===== config.mk =====
export PLATFORM = sky130hd
export DESIGN_NAME = stt_ram
export DESIGN_NICKNAME = d
export VERILOG_FILES = /design/src/rtl/assert_macros.svh /design/src/rtl/stt_ram.sv
export SDC_FILE = /design/constraint.sdc
export NUM_CORES = 1
export LEC_CHECK = 0
export BUFFER_PORTS_ARGS = -buffer_cell sky130_fd_sc_hd__buf_2
export CAP_MARGIN = 10
export CORE_ASPECT_RATIO = 1.1
export CORE_MARGIN = 10
export CORE_UTILIZATION = 50
export DETAILED_ROUTE_END_ITERATION = 10
export PLACE_DENSITY = 0.64
export SETUP_SLACK_MARGIN = 0.2
export SKIP_CTS_REPAIR_TIMING = 1
export SLEW_MARGIN = 5
export SYNTH_ARGS = -nofsm -noshare
export SYNTH_HDL_FRONTEND = slang
export SYNTH_SLANG_ARGS = --single-unit

===== constraint.sdc =====
create_clock -name clk -period 2 [get_ports clk]
set_clock_uncertainty 0.1 [all_clocks]
set_input_delay 0.2 -clock clk [delete_from_list [all_inputs] [get_ports clk]]
set_output_delay 0.2 -clock clk [all_outputs]
set_load 0.02 [all_outputs]

===== src/rtl/assert_macros.svh =====
// ----------------------------------------------------------------------------
// assert_macros
// Concurrent assertion helpers, same-cycle and next-cycle implication.
// ----------------------------------------------------------------------------
`ifndef ASSERT_MACROS_SVH
`define ASSERT_MACROS_SVH
`define ASSERT_IMPL(label, clk, rst_n, ante, cons, msg) \
  label: assert property (@(posedge clk) disable iff (!rst_n) (ante) |-> (cons)) else $error(msg);
`define ASSERT_NEXT(label, clk, rst_n, ante, cons, msg) \
  label: assert property (@(posedge clk) disable iff (!rst_n) (ante) |=> (cons)) else $error(msg);
`endif


===== src/rtl/stt_ram.sv =====
// ----------------------------------------------------------------------------
// stt_ram
// Generic single-port-write, single-read RAM with registered read.
// ----------------------------------------------------------------------------
module stt_ram #(
  parameter int WIDTH = 8,
  parameter int DEPTH = 16
) (
  input  logic                     clk,
  input  logic                     we,
  input  logic [$clog2(DEPTH)-1:0] waddr,
  input  logic [WIDTH-1:0]         wdata,
  input  logic [$clog2(DEPTH)-1:0] raddr,
  output logic [WIDTH-1:0]         rdata
);
  logic [WIDTH-1:0] mem [DEPTH];

  always_ff @(posedge clk) begin
    if (we) begin
      mem[waddr] <= wdata;
    end
    rdata <= mem[raddr];
  end
endmodule


==> results.md, run 1 <==
Status:
- The run finished with clean final reports.

Synth:
- For this run, the leading register cell type out of synthesis is sky130_fd_sc_hd__edfxtp_1.
- Ranked by total cell area, the synthesized netlist is headed by sky130_fd_sc_hd__edfxtp_1 75%, sky130_fd_sc_hd__mux4_2 7.9%, sky130_fd_sc_hd__mux4_1 7.1%, sky130_fd_sc_hd__dfxtp_1 3.1%, sky130_fd_sc_hd__a22oi_1 2.3%.
- Sequential elements use 77.8% of the synthesized area.
- The Yosys step of the flow raised 0 warnings.
- The leading area contributor after synthesis is sky130_fd_sc_hd__edfxtp_1.
- Counting instances in the post-synthesis netlist gives the leading cell types as 128 x sky130_fd_sc_hd__edfxtp_1, 18 x sky130_fd_sc_hd__mux4_2, 16 x sky130_fd_sc_hd__a22oi_1.
- The instance count of the mapped netlist is 229.
- The synthesized design contains 128 enable-type register cells.
- The synthesized netlist contains 19 unique library cells.
- In this run the biggest area consumer among cell types represents 74.7% of the synthesized area.
- The most common cell in the synthesized netlist is sky130_fd_sc_hd__edfxtp_1.
- Each instance of the synthesized netlist takes up on average 22.5 um^2.
- The synthesized design contains 136 register bits.
- The share of synthesized flip-flops with an asynchronous set or reset is 0%.
- The number of nets produced by synthesis is 247.
- The synthesized netlist occupies a cell area of 5150 um^2.

Worst setup path:
- At the worst endpoint, the required time is 2.29 ns.
- Walking the worst path, the cells encountered are mux4_1 > a22oi_1 > nand2_1.
- The worst setup path is captured at a flip-flop.
- STA puts the critical path data arrival time at 1.79 ns.
- The kind of start point of the critical path is a flip-flop.
- The cell with the largest stage delay on the worst path is sky130_fd_sc_hd__mux4_1.
- The slack of the worst reg-to-reg path is 0.49 ns.
- The worst register-to-register path ends at rdata[4].
- The combined buffer and inverter count along the critical path is 0.
- The depth of the most critical reg-to-reg path is 3.
- The worst register-to-register path begins at mem[9][4].
- The worst setup path is of the flip-flop to flip-flop kind.
- The critical path's largest stage delay is 0.51 ns.
- The maximum net fanout on the critical path is 1.
- Grouping stages by cell kind, the critical path spends the most delay in multiplexers.

Routing:
- For this run, design rule violations remaining after detail routing come to 0.
- Dividing the detail-routed wire length by the instance count gives 24.0 um.
- The count of nets left with antenna violations once routing finished came out at 0.
- In the final routing, the length of wire on met1 measures 4470 um.
- Dividing the detail-routed via count by the number of cells gives 5.84.
- The met3 layer wire length in the routed design is 485 um.
- The detailed router placed 2486 vias in this run.
- The highest metal layer with signal wires is met4.
- Summed over all layers, the routed wires come to 10200 um.
- The number of search-and-repair iterations in the first detailed-routing pass is 4.
- In this run, the number of DRC markers left after iteration 0 of detailed routing was 269.
- The wire length on met2 is 5150 um.

STA:
- The worst path in the final design needs a cycle of 1.51 ns, including I/O delays and setup.
- The post-route fraction of the period consumed by the critical path is 75.4%.
- Setup repair after global routing left no endpoint under its margin.
- Setup total negative slack on the finished layout was measured at 0 ns.
- The count of final hold-check violations came to 0.
- The number of setup violations in the final report is 0.
- The worst max-slew margin expressed relative to the limit is 70.0%.
- Based on the critical path, the design can be clocked at up to 663 MHz.
- The final count of pins violating max slew is 0.
- At the pin with the least slew margin, the transition time is 0.450 ns.
- The worst-case hold slack is 0.0982 ns.

Global routing:
- Entering global routing, the biggest net connects 19 pins.
- The number of antenna violations at the first check in global routing was 0.
- Global routing used 15.0% of the available tracks.
- The first global-routing pass estimated 15900 um of wire.
- Global routing finished with a remaining overflow of 0.
- The via count of the first global-routing pass is 2626.

Power:
- The power density of the placed cells is 1070 nW/um^2.
- The leakage power is 0.00214 uW.
- The worst-case vdd ir drop is 0.500 mV.

Finish:
- The register area is 4000 um^2.
- The net count of the finished layout is 311.
- 0 antenna diodes ended up in the layout.
- Measured on the finished design, the core utilization comes to 62.1%.
- The final-layout fill cell count is 694.
- In the final layout, the multi-input gates occupy 1060 um^2.
- From synthesis to final layout, the design area changed by 20.5%.
- The share of layout cells above drive strength 1 is 29.7%.

Placement:
- The post-detailed-placement half-perimeter wirelength is 6460 um.
- The weighted congestion at the end of routability-driven global placement is 0.721.
- Buffers placed on the I/O ports in this run total 25.

Die:
- The floorplan step set the die height to 126 um.
- The top-level I/O count is 26.
- The core region is 9980 um^2.
- The die covers 14800 um^2.
- The horizontal die dimension is 117 um.
- The number of rows in the core area is 38.
- For this configuration, the core starts out at a cell density of 51.6%.

Clocking:
- Clock tree synthesis found a total of 136 sinks.
- After clock tree synthesis, the clock-pin slew on the worst setup and hold paths is 0.06 ns.
- The maximum number of buffers from clock root to sink is 2.
- CTS placed an instance of sky130_fd_sc_hd__clkbuf_8 at the clock tree root.
- The insertion delay to the later sink of the worst-skew pair is 0.51 ns.
- Counting the buffers created by CTS gives 17.
- The H-tree was split into 4 levels.
- The TritonCTS clock tree is done.

Min path:
- The path with the worst hold slack has its endpoint at rdata[4].
- The class of the worst hold path is input pin to flip-flop.
- The hold path startpoint is raddr[3].
- The number of stages on the worst hold path is 4.

Flow run:
- The number of maximum-capacitance constraint violations is 0.
==> cells in the final DEF (no fill, tap or decap), types with 4 or more instances in the layout <==
| cell type | count |
|---|---|
| sky130_fd_sc_hd__mux4_1 | 14 |
| sky130_fd_sc_hd__buf_4 | 19 |
| sky130_fd_sc_hd__nor3_1 | 4 |
| sky130_fd_sc_hd__edfxtp_1 | 128 |
| sky130_fd_sc_hd__nand2_1 | 9 |
| sky130_fd_sc_hd__bufinv_16 | 4 |
| sky130_fd_sc_hd__clkbuf_1 | 4 |
| sky130_fd_sc_hd__dlygate4sd3_1 | 8 |
| sky130_fd_sc_hd__a22oi_1 | 16 |
| sky130_fd_sc_hd__nor2_1 | 13 |
| sky130_fd_sc_hd__dfxtp_1 | 8 |
| sky130_fd_sc_hd__buf_2 | 25 |
| sky130_fd_sc_hd__clkbuf_16 | 16 |
| sky130_fd_sc_hd__mux4_2 | 18 |
==> final cells by class <==
type,instances,area share [%]
Clock buffer,21,6.92
Clock inverter,11,2.48
Multi-Input combinational cell,83,17.0
Sequential cell,136,64.6
Tap cell,120,2.42
Timing Repair Buffer,55,6.58
==> how the worst max path moves through the flow <==
stage / slack, ns / endpoint / startpoint / depth (start not counted)
finish: 0.49 / rdata[4] / mem[9][4] / 3
global route: 0.45 / rdata[3] / mem[2][3] / 3
CTS: 0.46 / rdata[4] / mem[9][4] / 3
detailed placement: 0.23 / rdata[4] / raddr[0] / 5
global placement: 0.24 / rdata[4] / raddr[0] / 5
floorplan: 0.21 / mem[0][0] / waddr[2] / 2
==> logic make-up after synthesis <==
logic type / count (synthesis) / synth area share (%)
flip-flops: 136 / 77.8
AO/OA/AOI/OAI: 16 / 2.33
buffers and inverters: 10 / 1.68
AND/OR/NAND/NOR: 35 / 3.18
multiplexers: 32 / 15.0
==> per-stage QoR <==
stage	setup slack (ns)	cell area (um^2)	total power, uW	instances
6_report	0.492	6200	6610	426
4_1_cts	0.460	6120	6650	418
3_5_place_dp	0.227	5540	3600	386
3_3_place_gp	0.238	5540	3590	386
2_1_floorplan	0.207	5150	3440	229
5_1_grt	0.450	6200	6830	426
==> worst min-delay path: cells and delay by family <==
family / cells / cell delay, ns
simple gates: 2 / 0.16
buf+inv: 1 / 0.11
compound gates: 1 / 0.18
==> layer usage <==
layer | GRT usage [%] | up-vias
met5 | 0 | -
met4 | 5.09 | 0
met3 | 5.04 | 13
met2 | 22.7 | 65
met1 | 19.7 | 1305
li1 | - | 1103
==> registers in the layout, summed over array words and instances, names as in the netlist <==
register / count
mem: 128
rdata: 8
==> power breakdown <==
| group | total [uW] | internal, uW | switching (uW) |
|---|---|---|---|
| clock | 3070 | 2000 | 1060 |
| combinational | 336 | 145 | 191 |
| sequential | 3210 | 3190 | 19.3 |
| total | 6610 | 5340 | 1280 |
(Power assumes the default switching activity.)
==> inputs of run 2 (changes only) <==
clock period = 1.4 ns   (was 2 ns; I/O delays follow)
==> results.md, run 2 (synthesis results as in run 1) <==
Global routing:
- The global-route layer with the greatest usage is met2.
- The via count of the first global-routing pass is 2678 (+2.0%).
- The number of antenna violations at the first check in global routing came to 0 (unchanged).
- The final global-route overflow total is 0 (unchanged).
- The wire length of the first global-routing pass is 15800 um (-0.39%).
- The met1 demand-to-capacity share in global routing is 19.3% (-0.44 points).
- The largest net degree at the start of global routing is 18 (-1).
- The global-route track usage on met2 is 23.1% (+0.36 points).
- The aggregate global-route resource usage was 15.1% (+0.17 points).
- The met3 layer usage reported by global route was 4.86% (-0.19 points).

Power:
- The worst-case vdd ir drop is 0.757 mV (+51%).
- The leakage power is 0.00220 uW (+3.1%).
- The power density of the placed cells is 1440 nW/um^2 (+35%).
- The overall power after layout is 9320 uW (+41%).

Clocking:
- The clock edge transition at the registers on the reported setup and hold paths came to 0.05 ns (about the same).
- The count of clock tree sinks came to 136 (unchanged).
- The root buffer selected by CTS is sky130_fd_sc_hd__clkbuf_8.
- The insertion delay to the later sink of the worst-skew pair is 0.52 ns (about the same).
- TritonCTS built the clock tree.
- The level count of the clock H-tree is 4 (unchanged).
- The maximum number of buffers from clock root to sink is 2 (unchanged).
- The number of buffers created by CTS came to 17 (unchanged).

STA:
- The worst max-slew margin expressed relative to the limit came to 34.3% (-36 points).
- The slew at the pin with the worst max-slew slack is 0.982 ns (+0.531 ns).
- Setup repair after global routing could not meet its margin everywhere.
- The number of setup violations in the final report is 1 (+1).
- The final count of pins violating max slew is 0 (unchanged).
- The maximum clock frequency is 705 MHz (+6.3%).
- The post-route minimum period is 1.42 ns (-0.0896 ns).
- The count of final hold-check violations was 0 (unchanged).
- The post-route fraction of the period consumed by the critical path is 101% (+26 points).
- The final setup slack of the worst path is -0.0189 ns (-0.510 ns).

Routing:
- The number of violations reported at the end of detailed-routing iteration 0 is 183 (-32%).
- The remaining antenna violation count is 0 (unchanged).
- The mean number of vias per cell is 5.70 (-2.3%).
- The number of search-and-repair iterations in the first detailed-routing pass came to 4 (unchanged).
- The residual DRC count is 0 (unchanged).
- The routed wire length per instance is 23.5 um (-2.4%).
- The detailed-route via count was 2521 (+1.4%).
- The total wire length after detailed routing is 10400 um (+1.2%).

Die:
- The number of rows in the core area is 38 (unchanged).
- The top-level I/O count is 26 (unchanged).
- The area enclosed by the die boundary is 14800 um^2 (unchanged).
- The die outline height was 126 um (unchanged).
- The initial cell density of the core came to 51.6% (unchanged).
- The horizontal die dimension was 117 um (unchanged).
- The area of the core region came to 9980 um^2 (unchanged).

Placement:
- The number of placed instances, taps included was 402 (+4.1%).
- The placement-stage worst setup slack came to -0.231 ns (-0.459 ns).
- The weighted congestion at the end of routability-driven global placement was 0.736 (+2.1%).
- The post-detailed-placement half-perimeter wirelength was 6650 um (+2.9%).
- The number of buffers inserted by port buffering was 25 (unchanged).

Finish:
- The number of diodes came to 0 (unchanged).
- The relative area change from synthesis to final layout is 26.1%.
- Leaving out fill and tap cells, the most frequent cell in the layout is sky130_fd_sc_hd__edfxtp_1.
- The total number of nets in the final design was 327 (+5.1%).
- The final-layout fill cell count came to 646 (-6.9%).
- The filler-free cell count of the finished design is 442 (+3.8%).
- The flip-flop count of the largest register after layout is 128 (unchanged).
- The largest registers in the layout are mem (128), rdata (8).
- The share of layout cells above drive strength 1 is 46.0% (+16 points).
- The register with the most flip-flops in the final layout is mem.
- The final standard cell utilization of the core came to 65.0% (+2.9 points).
- The library cells used most frequently in the layout, excluding fill and tap cells, are 128 x sky130_fd_sc_hd__edfxtp_1, 32 x sky130_fd_sc_hd__mux4_2, 28 x sky130_fd_sc_hd__buf_4, 17 x sky130_fd_sc_hd__buf_2, 16 x sky130_fd_sc_hd__clkbuf_16.

Worst setup path:
- The element type at the critical path end is a flip-flop.
- The required time of the worst setup path was 1.69 ns (-0.60 ns).
- The combined buffer and inverter count along the critical path is 0 (unchanged).
- The kind of start point of the critical path is a flip-flop.
- The slack of the worst reg-to-reg path came to -0.02 ns (-0.51 ns).
- The critical path's largest stage delay is 0.52 ns (about the same).
- The endpoint arrival time on the critical path is 1.71 ns (-0.08 ns).
- The cell family contributing the most delay on the critical path is multiplexers.
- Traced cell by cell, the critical path runs through mux4_2 > a22oi_2 > nand2_1.
- The maximum net fanout on the critical path is 1 (unchanged).
- The cell with the largest stage delay on the worst path is sky130_fd_sc_hd__mux4_2.
- The class of the most critical setup path is flip-flop to flip-flop.

Status:
- The run finished, with violations left.
- The final reports fail on setup timing.

Flow run:
- The number of maximum-capacitance constraint violations is 0 (unchanged).

Min path:
- The class of the worst hold path is input pin to flip-flop.
==> run 2: layer usage <==
layer	vias to the layer above	routed length (um)
met5	-	0
met4	0	182
met3	15	664
met2	100	5230
met1	1281	4290
li1	1125	-
==> run 2: power breakdown <==
part | total, uW | switching [uW] | internal (uW)
logic | 576 | 298 | 278
registers | 4590 | 33.5 | 4560
clock network | 4160 | 1500 | 2650
total | 9320 | 1830 | 7490
==> run 2: cell type report <==
class                   count  area (um^2)  area share (%)
clock inverters            14          138            2.12
clock buffers              18          418            6.44
well taps                 120          150            2.31
repair buffers             71          666            10.3
flip-flops and latches    136         4010            61.8
multi-input cells          83         1110            17.1
==> run 2: worst paths after layout <==
| kind | start | depth (start not counted) | to |
|---|---|---|---|
| worst max-delay path | mem[3][0] | 3 | rdata[0] |
| worst max register to register | mem[3][0] | 3 | rdata[0] |
| worst min register to register | mem[14][3] | 3 | rdata[3] |
| worst min-delay path | waddr[1] | 3 | mem[8][4] |
==> run 2: stage by stage <==
stage / hold WS [ns] / cell area, um^2 / TNS [ns]
global placement: 0.425 / 5760 / -4.54
global route: 0.0643 / 6490 / -0.102
floorplan: 0.139 / 5200 / 0
finish: 0.0698 / 6490 / -0.0189
CTS: -0.113 / 6320 / -0.116
detailed placement: 0.438 / 5760 / -5.05
==> run 2: worst register-to-register path: stages (launching register included) <==
cell and delay [ns]:
sky130_fd_sc_hd__edfxtp_1 0.37, sky130_fd_sc_hd__mux4_2 0.52, sky130_fd_sc_hd__a22oi_2 0.23, sky130_fd_sc_hd__nand2_1 0.09
